### src/hdl/ple_pkg.sv
`timescale 1ns / 1ps
// ----------------------------------------------------------------------------
// ple_pkg
// Shared types and constants for the positional list engine.
// ----------------------------------------------------------------------------
package ple_pkg;

  localparam int DEPTH_DEF   = 16;
  localparam int MAX_RESULTS = 16;
  localparam int FUNC_W      = 3;
  localparam int VALUE_W     = 32;
  localparam int POS_W       = 4;
  localparam int COUNT_W     = 5;

  typedef enum logic [FUNC_W-1:0] {
    FN_INS_HEAD = 3'd0,
    FN_INS_TAIL = 3'd1,
    FN_INS_POS  = 3'd2,
    FN_REM_HEAD = 3'd3,
    FN_REM_TAIL = 3'd4,
    FN_REM_POS  = 3'd5,
    FN_DUMP     = 3'd6,
    FN_DUMP_REV = 3'd7
  } func_t;

  typedef struct packed {
    logic capture;
    logic mutate;
    logic dump_first;
    logic dump_next;
  } cmd_t;

  typedef struct packed {
    logic is_dump;
    logic res_last;
  } sts_t;

endpackage

### src/hdl/ple_if.sv
`timescale 1ns / 1ps
// ----------------------------------------------------------------------------
// ple_if
// Request and result channels of the positional list engine.
// ----------------------------------------------------------------------------
interface ple_in_if;
  logic                              valid;
  logic                              ready;
  logic [ple_pkg::FUNC_W-1:0]        func;
  logic signed [ple_pkg::VALUE_W-1:0] item_value;
  logic [ple_pkg::POS_W-1:0]         position;

  modport source (output valid, func, item_value, position, input ready);
  modport sink   (input valid, func, item_value, position, output ready);
endinterface

interface ple_out_if;
  logic                              valid;
  logic                              ready;
  logic                              ok;
  logic signed [ple_pkg::VALUE_W-1:0] out_value;
  logic                              last;
  logic [ple_pkg::COUNT_W-1:0]       count;

  modport source (output valid, ok, out_value, last, count, input ready);
  modport sink   (input valid, ok, out_value, last, count, output ready);
endinterface

### src/hdl/positional_list_engine.sv
`timescale 1ns / 1ps
// Insert/remove: the item is taken, then the cell chain shifts and the result register
// loads, then the result is offered; no new item is taken until that result is taken.
// Dump: the first result is loaded from the cell read mux after accept, then one per
// cycle while results are taken; min(count,16) results, or one with ok low if empty.
// Reset (synchronous, rst high) empties the list; stored values are not cleared.
// ----------------------------------------------------------------------------
// positional_list_engine
// Ordered list of signed 32-bit values with positional insert, remove, dump.
// ----------------------------------------------------------------------------
module positional_list_engine #(
  parameter int DEPTH = ple_pkg::DEPTH_DEF
) (
  input logic       clk,
  input logic       rst,
  ple_in_if.sink    in_ch,
  ple_out_if.source out_ch
);

  ple_pkg::cmd_t cmd;
  ple_pkg::sts_t sts;

  ple_ctrl u_ctrl (
    .clk       (clk),
    .rst       (rst),
    .in_valid  (in_ch.valid),
    .in_ready  (in_ch.ready),
    .out_valid (out_ch.valid),
    .out_ready (out_ch.ready),
    .cmd       (cmd),
    .sts       (sts)
  );

  ple_dpath #(
    .DEPTH (DEPTH)
  ) u_dpath (
    .clk       (clk),
    .rst       (rst),
    .cmd       (cmd),
    .sts       (sts),
    .in_func   (in_ch.func),
    .in_value  (in_ch.item_value),
    .in_pos    (in_ch.position),
    .res_ok    (out_ch.ok),
    .res_value (out_ch.out_value),
    .res_last  (out_ch.last),
    .res_count (out_ch.count)
  );

endmodule

### src/hdl/ple_ctrl.sv
`timescale 1ns / 1ps
// ----------------------------------------------------------------------------
// ple_ctrl
// Sequencer: takes an item, runs one operation or a dump, hands out results.
// ----------------------------------------------------------------------------
module ple_ctrl (
  input  logic          clk,
  input  logic          rst,
  input  logic          in_valid,
  output logic          in_ready,
  output logic          out_valid,
  input  logic          out_ready,
  output ple_pkg::cmd_t cmd,
  input  ple_pkg::sts_t sts
);

  typedef enum logic [2:0] {
    S_IDLE = 3'b001,
    S_EXEC = 3'b010,
    S_OUT  = 3'b100
  } state_t;

  state_t state, state_next;

  always_ff @(posedge clk) begin
    if (rst) begin
      state <= S_IDLE;
    end else begin
      state <= state_next;
    end
  end

  always_comb begin
    state_next = state;
    cmd        = '0;
    in_ready   = 1'b0;
    out_valid  = 1'b0;
    case (state)
      S_IDLE: begin
        in_ready = 1'b1;
        if (in_valid) begin
          cmd.capture = 1'b1;
          state_next  = S_EXEC;
        end
      end
      S_EXEC: begin
        if (sts.is_dump) begin
          cmd.dump_first = 1'b1;
        end else begin
          cmd.mutate = 1'b1;
        end
        state_next = S_OUT;
      end
      S_OUT: begin
        out_valid = 1'b1;
        if (out_ready) begin
          if (sts.res_last) begin
            state_next = S_IDLE;
          end else begin
            cmd.dump_next = 1'b1;
          end
        end
      end
      default: begin
        state_next = S_IDLE;
      end
    endcase
  end

`ifndef ASSERT_OFF
  a_capture_exec: assert property (@(posedge clk) disable iff (rst)
    cmd.capture |=> (state == S_EXEC))
    else $error("capture not followed by execute");
  a_exec_result: assert property (@(posedge clk) disable iff (rst)
    (state == S_EXEC) |=> out_valid)
    else $error("no result after execute");
  a_last_idle: assert property (@(posedge clk) disable iff (rst)
    (out_valid && out_ready && sts.res_last) |=> in_ready)
    else $error("not ready after last result");
`endif

endmodule

### src/hdl/ple_dpath.sv
`timescale 1ns / 1ps
// ----------------------------------------------------------------------------
// ple_dpath
// Cell chain with shift insert/remove, element count and result register.
// ----------------------------------------------------------------------------
module ple_dpath #(
  parameter int DEPTH = ple_pkg::DEPTH_DEF
) (
  input  logic                                clk,
  input  logic                                rst,
  input  ple_pkg::cmd_t                       cmd,
  output ple_pkg::sts_t                       sts,
  input  logic [ple_pkg::FUNC_W-1:0]          in_func,
  input  logic signed [ple_pkg::VALUE_W-1:0]  in_value,
  input  logic [ple_pkg::POS_W-1:0]           in_pos,
  output logic                                res_ok,
  output logic signed [ple_pkg::VALUE_W-1:0]  res_value,
  output logic                                res_last,
  output logic [ple_pkg::COUNT_W-1:0]         res_count
);

  localparam int CW = $clog2(DEPTH + 1);
  localparam int IW = $clog2(DEPTH);
  localparam int XW = (CW > ple_pkg::COUNT_W) ? CW : ple_pkg::COUNT_W;
  localparam int KW = $clog2(ple_pkg::MAX_RESULTS);

  ple_pkg::func_t                     f_r;
  logic signed [ple_pkg::VALUE_W-1:0] v_r;
  logic [ple_pkg::POS_W-1:0]          p_r;
  logic [CW-1:0]                      cnt;
  logic [ple_pkg::VALUE_W-1:0]        cells      [DEPTH];
  logic [ple_pkg::VALUE_W-1:0]        cells_next [DEPTH];
  logic [KW-1:0]                      kk;

  logic [CW-1:0] cnt_next;
  logic [XW-1:0] cnt_x, cnt_next_x, pos_x, ins_idx, rem_idx, k_x, rd_idx;
  logic          op_ins, op_ok, ins_en, rem_en, is_rev, dump_ld;
  logic [KW-1:0] knext;
  logic [ple_pkg::COUNT_W-1:0] n_res;

  assign cnt_x  = XW'(cnt);
  assign pos_x  = XW'(p_r);
  assign is_rev = (f_r == ple_pkg::FN_DUMP_REV);
  assign sts.is_dump  = (f_r == ple_pkg::FN_DUMP) || is_rev;
  assign sts.res_last = res_last;

  always_comb begin
    op_ins  = 1'b0;
    op_ok   = 1'b0;
    ins_idx = '0;
    rem_idx = '0;
    case (f_r)
      ple_pkg::FN_INS_HEAD: begin
        op_ins = 1'b1;
        op_ok  = (cnt_x < XW'(DEPTH));
      end
      ple_pkg::FN_INS_TAIL: begin
        op_ins  = 1'b1;
        op_ok   = (cnt_x < XW'(DEPTH));
        ins_idx = cnt_x;
      end
      ple_pkg::FN_INS_POS: begin
        op_ins  = 1'b1;
        op_ok   = (cnt_x < XW'(DEPTH)) && (pos_x < cnt_x);
        ins_idx = pos_x;
      end
      ple_pkg::FN_REM_HEAD: begin
        op_ok = (cnt_x != '0);
      end
      ple_pkg::FN_REM_TAIL: begin
        op_ok   = (cnt_x != '0);
        rem_idx = cnt_x - XW'(1);
      end
      ple_pkg::FN_REM_POS: begin
        op_ok   = (pos_x < cnt_x);
        rem_idx = pos_x;
      end
      default: begin
        op_ok = 1'b0;
      end
    endcase
  end

  assign ins_en     = cmd.mutate && op_ok && op_ins;
  assign rem_en     = cmd.mutate && op_ok && !op_ins;
  assign cnt_next   = op_ins ? CW'(cnt + 1'b1) : CW'(cnt - 1'b1);
  assign cnt_next_x = XW'(cnt_next);

  always_comb begin
    for (int i = 0; i < DEPTH; i++) begin
      cells_next[i] = cells[i];
      if (ins_en) begin
        if (XW'(i) > ins_idx) begin
          cells_next[i] = cells[(i > 0) ? i - 1 : 0];
        end else if (XW'(i) == ins_idx) begin
          cells_next[i] = v_r;
        end
      end else if (rem_en) begin
        if ((XW'(i) >= rem_idx) && (i < DEPTH - 1)) begin
          cells_next[i] = cells[(i < DEPTH - 1) ? i + 1 : i];
        end
      end
    end
  end

  // dump read path
  assign dump_ld = cmd.dump_first || cmd.dump_next;
  assign knext   = cmd.dump_first ? '0 : KW'(kk + 1'b1);
  assign k_x     = XW'(knext);
  assign rd_idx  = is_rev ? (cnt_x - XW'(1) - k_x) : k_x;
  assign n_res   = (cnt_x >= XW'(ple_pkg::MAX_RESULTS)) ?
                   ple_pkg::COUNT_W'(ple_pkg::MAX_RESULTS) : cnt_x[ple_pkg::COUNT_W-1:0];

  always_ff @(posedge clk) begin
    if (rst) begin
      cnt <= '0;
    end else if (cmd.mutate && op_ok) begin
      cnt <= cnt_next;
    end
  end

  always_ff @(posedge clk) begin
    if (cmd.capture) begin
      f_r <= ple_pkg::func_t'(in_func);
      v_r <= in_value;
      p_r <= in_pos;
    end
    for (int i = 0; i < DEPTH; i++) begin
      cells[i] <= cells_next[i];
    end
    if (dump_ld) begin
      kk <= knext;
    end
    if (cmd.mutate) begin
      res_ok    <= op_ok;
      res_value <= '0;
      res_last  <= 1'b1;
      res_count <= op_ok ? cnt_next_x[ple_pkg::COUNT_W-1:0] : cnt_x[ple_pkg::COUNT_W-1:0];
    end else if (dump_ld) begin
      res_count <= cnt_x[ple_pkg::COUNT_W-1:0];
      if (n_res == '0) begin
        res_ok    <= 1'b0;
        res_value <= '0;
        res_last  <= 1'b1;
      end else begin
        res_ok    <= 1'b1;
        res_value <= cells[rd_idx[IW-1:0]];
        res_last  <= ((ple_pkg::COUNT_W'(knext) + 1'b1) == n_res);
      end
    end
  end

`ifndef ASSERT_OFF
  a_count_bound: assert property (@(posedge clk) disable iff (rst)
    XW'(cnt) <= XW'(DEPTH))
    else $error("element count above depth");
`endif

endmodule
### src/flat_wrapper.sv
// flat-port wrapper written by rule: the top's interface ports become plain ports
module positional_list_engine_flat 
#(
  parameter int DEPTH = ple_pkg::DEPTH_DEF
)
  (clk, rst, in_ch_valid, in_ch_func, in_ch_item_value, in_ch_position, in_ch_ready, out_ch_valid, out_ch_ok, out_ch_out_value, out_ch_last, out_ch_count, out_ch_ready);
  ple_in_if in_ch_i ();
  ple_out_if out_ch_i ();
  input logic clk;
  input logic rst;
  input wire logic [$bits(in_ch_i.valid)-1:0] in_ch_valid;
  input wire logic [$bits(in_ch_i.func)-1:0] in_ch_func;
  input wire logic [$bits(in_ch_i.item_value)-1:0] in_ch_item_value;
  input wire logic [$bits(in_ch_i.position)-1:0] in_ch_position;
  output wire logic [$bits(in_ch_i.ready)-1:0] in_ch_ready;
  output wire logic [$bits(out_ch_i.valid)-1:0] out_ch_valid;
  output wire logic [$bits(out_ch_i.ok)-1:0] out_ch_ok;
  output wire logic [$bits(out_ch_i.out_value)-1:0] out_ch_out_value;
  output wire logic [$bits(out_ch_i.last)-1:0] out_ch_last;
  output wire logic [$bits(out_ch_i.count)-1:0] out_ch_count;
  input wire logic [$bits(out_ch_i.ready)-1:0] out_ch_ready;
  assign in_ch_i.valid = in_ch_valid;
  assign in_ch_i.func = in_ch_func;
  assign in_ch_i.item_value = in_ch_item_value;
  assign in_ch_i.position = in_ch_position;
  assign in_ch_ready = in_ch_i.ready;
  assign out_ch_valid = out_ch_i.valid;
  assign out_ch_ok = out_ch_i.ok;
  assign out_ch_out_value = out_ch_i.out_value;
  assign out_ch_last = out_ch_i.last;
  assign out_ch_count = out_ch_i.count;
  assign out_ch_i.ready = out_ch_ready;
  positional_list_engine #(.DEPTH(DEPTH)) u_core (.clk(clk), .rst(rst), .in_ch(in_ch_i), .out_ch(out_ch_i));
endmodule
### config.mk
export PLATFORM = sky130hd
export DESIGN_NAME = positional_list_engine_flat
export DESIGN_NICKNAME = d
export VERILOG_FILES = /design/src/hdl/ple_pkg.sv /design/src/hdl/ple_if.sv /design/src/hdl/positional_list_engine.sv /design/src/hdl/ple_ctrl.sv /design/src/hdl/ple_dpath.sv /design/src/flat_wrapper.sv
export SDC_FILE = /design/constraint.sdc
export NUM_CORES = 2
export LEC_CHECK = 0
export BUFFER_PORTS_ARGS = -buffer_cell sky130_fd_sc_hd__buf_2
export CAP_MARGIN = 15
export CORE_UTILIZATION = 45
export DETAILED_ROUTE_END_ITERATION = 10
export PLACE_DENSITY = 0.6
export SLEW_MARGIN = 20
export SYNTH_ARGS = -nofsm -noshare
export SYNTH_HDL_FRONTEND = slang
export SYNTH_SLANG_ARGS = --single-unit
### constraint.sdc
create_clock -name clk -period 14.2 [get_ports clk]
set_clock_uncertainty 0.1 [all_clocks]
set_input_delay 1.42 -clock clk [delete_from_list [all_inputs] [get_ports clk]]
set_output_delay 1.42 -clock clk [all_outputs]
set_load 0.02 [all_outputs]
==> reports/metrics.csv <==
stage,metric,value,unit
worst_setup_path,CP max stage delay,0.77,ns
clocking,post-CTS repair timing setup buffer count,0,
detailed_routing,vias per cell,6.23,
sta,maximum clock frequency,191,MHz
clocking,clk_lat worst skew,0.61,ns
pwr,total leakage power,16.1,nW
grt,global routing's busiest layer,met2,
clocking,number of CTS-inserted buffers,71,
grt,maximum number of pins on one net before global-route repair,285,
die,starting density of the core,45.6,%
clocking,TritonCTS sink count,602,
sta,final hold violations,0,
worst_setup_path,"critical path, cell by cell",nand2_1 -> nor2_4 -> or2_2 -> inv_1 -> ha_1 -> fa_1 -> nor2_1 -> a21oi_4 -> buf_4 -> buf_4 -> a311o_1 -> a21oi_1 -> or4_1,
flow_run,max-cap violation count,0,
place,weighted congestion at the end of routability-driven global placement,0.883,
worst_setup_path,Crit Path Class,register to register,
die,overall die width,277,um
logic_synthesis,warning count from the yosys run,0,
logic_synthesis,top area cells in the synthesized netlist,"sky130_fd_sc_hd__edfxtp_1 (50%), sky130_fd_sc_hd__mux2i_1 (16%), sky130_fd_sc_hd__nand2_1 (8.8%)",
die,placeable core region,74600,um2
clocking,worst-case clock buffer depth,3,
worst_setup_path,number of buffers and inverters on the critical path,3,
grt,met3 Resource Use GR,3.89,%
logic_synthesis,count of flip-flops with a built-in enable after synthesis,561,
sta,Period minus WS final,5.25,ns
pwr,cell-internal power,0.00305,W
worst_setup_path,maximum fanout count along the critical path,72,
clocking,"Reg clk slew, reported paths",0.06,ns
logic_synthesis,proportion of synthesized flip-flops having asynchronous set or reset,0,%
pwr,Switching Power,0.000958,W
worst_setup_path,data required time of the worst path,14.57,ns
grt,met1 Resource Use GR,37.9,%
worst_setup_path,worst-case reg-to-reg path depth,13,
die,overall die area,76600,um2
final_layout,count of fill cells added during filler insertion,6747,
logic_synthesis,Netlist cell types,75,
place,input/output buffers,83,
die,Die Ht,277,um
clocking,number of H-tree levels,3,
pwr,clock power share,44.0,%
final_layout,fraction of final layout cells with drive strength greater than 1,10.1,%
grt,total track usage,28.2,%
detailed_routing,number of iterations in the first detailed-routing pass,6,
worst_setup_path,cell family with most CP delay,buffers and inverters,
worst_setup_path,type of destination of the critical path,register,
final_layout,area grow syn2layout,9.64,%
pwr,sequential power share,49.4,%
detailed_routing,WL/cell,26.3,um
grt,initial antenna violation count,0,
final_layout,most frequent cells in the layout,"sky130_fd_sc_hd__nand2_1 (795), sky130_fd_sc_hd__edfxtp_1 (561), sky130_fd_sc_hd__mux2i_1 (545)",
logic_synthesis,cell accounting for the most synthesized area,sky130_fd_sc_hd__edfxtp_1,
pwr,worst voltage drop across the vdd grid,0.0000688,V
sta,summed negative setup slack over all endpoints,0,ns
die,I/O Pins,84,
place,sum of net half-perimeters after detailed placement,59900,um
pwr,Comb pwr share,6.6,%
detailed_routing,number of DRC violations after detailed-routing iteration 0,3341,
outcome,status,"finished, final reports clean",
logic_synthesis,number of register bits inferred by synthesis,602,
detailed_routing,via count,26400,
grt,via count of the first global-routing pass,25300,
logic_synthesis,syn nets,3351,
logic_synthesis,Syn Area/Cell,10.3,um2
place,worst slack at placement,9.07,ns
clocking,cts hold-fix bufs,0,
sta,Worst slew margin,24.1,%
worst_setup_path,WP data arrival,5.62,ns
clocking,buffer cell driving the clock tree root,sky130_fd_sc_hd__clkbuf_16,
die,number of core rows,100,
logic_synthesis,mapped cell area,34000,um2
worst_setup_path,Stages on worst setup path,13,
final_layout,most frequent standard cell in the layout excluding fill and tap cells,sky130_fd_sc_hd__nand2_1,
logic_synthesis,gate count after technology mapping,3296,
final_layout,post-layout instance count excluding filler cells,4233,
hold_path,instance count along the most critical hold path,2,
sta,unrepaired setup endpoints after global routing,false,
grt,first-pass GRT wire length,164000,um
worst_setup_path,startpoint types,register,
clocking,number of gates resized after cts,0,
worst_setup_path,"Max stage delay cell, worst path",sky130_fd_sc_hd__edfxtp_1,
sta,count of pins over their slew limit,0,
sta,final setup violation count,0,
detailed_routing,Antenna Violating Nets Remaining,0,
pwr,switching share of power,23.9,%
hold_path,Worst Hold Class,register to register,
grt,residual overflow from global routing,0,
grt,global-route met2 utilization,46.7,%
final_layout,final core utilization,50.0,%
detailed_routing,Residual DRC,0,
place,Cell Count Post-Placement,4108,
detailed_routing,total detailed-routing wirelength,111000,um
sta,Final Cycle Share,37.0,%
sta,measured slew at the worst slew-check pin,1.14,ns
logic_synthesis,sequential cell area fraction in the yosys report,52.0,%
sta,final setup slack of the worst path,8.95,ns
pwr,pwr dens,108,nW/um2
final_layout,layout net count,3267,
worst_setup_path,Most common cell on crit path,sky130_fd_sc_hd__buf_4,
logic_synthesis,prevailing post-synth register cell,sky130_fd_sc_hd__edfxtp_1,
clocking,CTS tree,yes,
logic_synthesis,area share of the largest cell type after synthesis,49.6,%
[cells in the mapped netlist (16+ instances only)]
master                       n
sky130_fd_sc_hd__a211oi_1   72
sky130_fd_sc_hd__mux2_2     33
sky130_fd_sc_hd__edfxtp_1  561
sky130_fd_sc_hd__or4_1      31
sky130_fd_sc_hd__o22ai_1    32
sky130_fd_sc_hd__o21ai_0   436
sky130_fd_sc_hd__a311o_1    62
sky130_fd_sc_hd__buf_2      74
sky130_fd_sc_hd__a21oi_1    90
sky130_fd_sc_hd__clkbuf_1  200
sky130_fd_sc_hd__o21ai_1    65
sky130_fd_sc_hd__and3_1     67
sky130_fd_sc_hd__nor2_1     21
sky130_fd_sc_hd__mux2i_1   545
sky130_fd_sc_hd__dfxtp_1    41
sky130_fd_sc_hd__nand2_1   797
sky130_fd_sc_hd__inv_1      16
[path summary, 6_finish.rpt]
| kind | from | endpoint | slack (ns) |
|---|---|---|---|
| hold / removal | u_core.u_dpath.res_value[30] | u_core.u_dpath.res_value[30] | 0.41 |
| hold reg to reg | u_core.u_dpath.res_value[30] | u_core.u_dpath.res_value[30] | 0.41 |
| setup reg to reg | u_core.u_dpath.f_r[2] | u_core.u_dpath.res_value[20] | 8.95 |
| setup / recovery | u_core.u_dpath.f_r[2] | u_core.u_dpath.res_value[20] | 8.95 |
[stage by stage]
step	instance area [um2]	hold slack, ns	total power [W]
3_5_place_dp	35100	0.408	0.00228
2_1_floorplan	34000	0.422	0.00219
4_1_cts	37200	0.415	0.00403
5_1_grt	37300	0.438	0.00411
3_3_place_gp	35100	0.394	0.00227
6_report	37300	0.406	0.00401
[layout make-up]
| class | instances | area, um2 | area share (%) |
|---|---|---|---|
| Sequential cell | 602 | 17700 | 47.4 |
| Tap cell | 969 | 1210 | 3.25 |
| Timing Repair Buffer | 136 | 855 | 2.29 |
| Clock inverter | 25 | 201 | 0.541 |
| Inverter | 18 | 68.8 | 0.185 |
| Antenna cell | 1 | 2.50 | 0.00672 |
| Clock buffer | 99 | 1970 | 5.29 |
| Multi-Input combinational cell | 2383 | 15300 | 41.0 |
[registers in the layout (all words and copies together), names as in the netlist]
signal,cells
u_core.u_dpath.cells,512
u_core.u_dpath.res_value,32
u_core.u_dpath.v_r,32
u_core.u_dpath.cnt,5
u_core.u_dpath.res_count,5
u_core.u_dpath.kk,4
u_core.u_dpath.p_r,4
u_core.u_ctrl.state,3
u_core.u_dpath.f_r,3
u_core.u_dpath.res_last,1
u_core.u_dpath.res_ok,1
[logic make-up after synthesis]
family | Yosys count | synth area share (%)
AO/OA/AOI/OAI | 791 | 13.6
flip-flops | 602 | 52.0
XOR/XNOR | 12 | 0.387
AND/OR/NAND/NOR | 989 | 12.4
multiplexers | 579 | 17.2
buffers and inverters | 311 | 3.97
adder cells (fa/ha/maj) | 12 | 0.464
[tightest hold or removal path: stages (launching register included)]
cell	delay (ns)
sky130_fd_sc_hd__dfxtp_1	0.33
sky130_fd_sc_hd__nand2_1	0.06
sky130_fd_sc_hd__o31ai_1	0.06
[power by group through the flow]
stage	logic, W	registers [W]	clock network [W]
2_1_floorplan	0.000192	0.00199	0
3_5_place_dp	0.000260	0.00202	0
6_report	0.000264	0.00198	0.00177
4_1_cts	0.000260	0.00198	0.00179
3_3_place_gp	0.000255	0.00202	0
5_1_grt	0.000278	0.00198	0.00185
[metal layers]
metal | vias up | share of wire (%)
met1 | 13000 | 42
met5 | - | 0
li1 | 11900 | -
met3 | 234 | 7.3
met2 | 1208 | 48
met4 | 0 | 3.5
No activity file was read; power rests on OpenSTA's default activity.
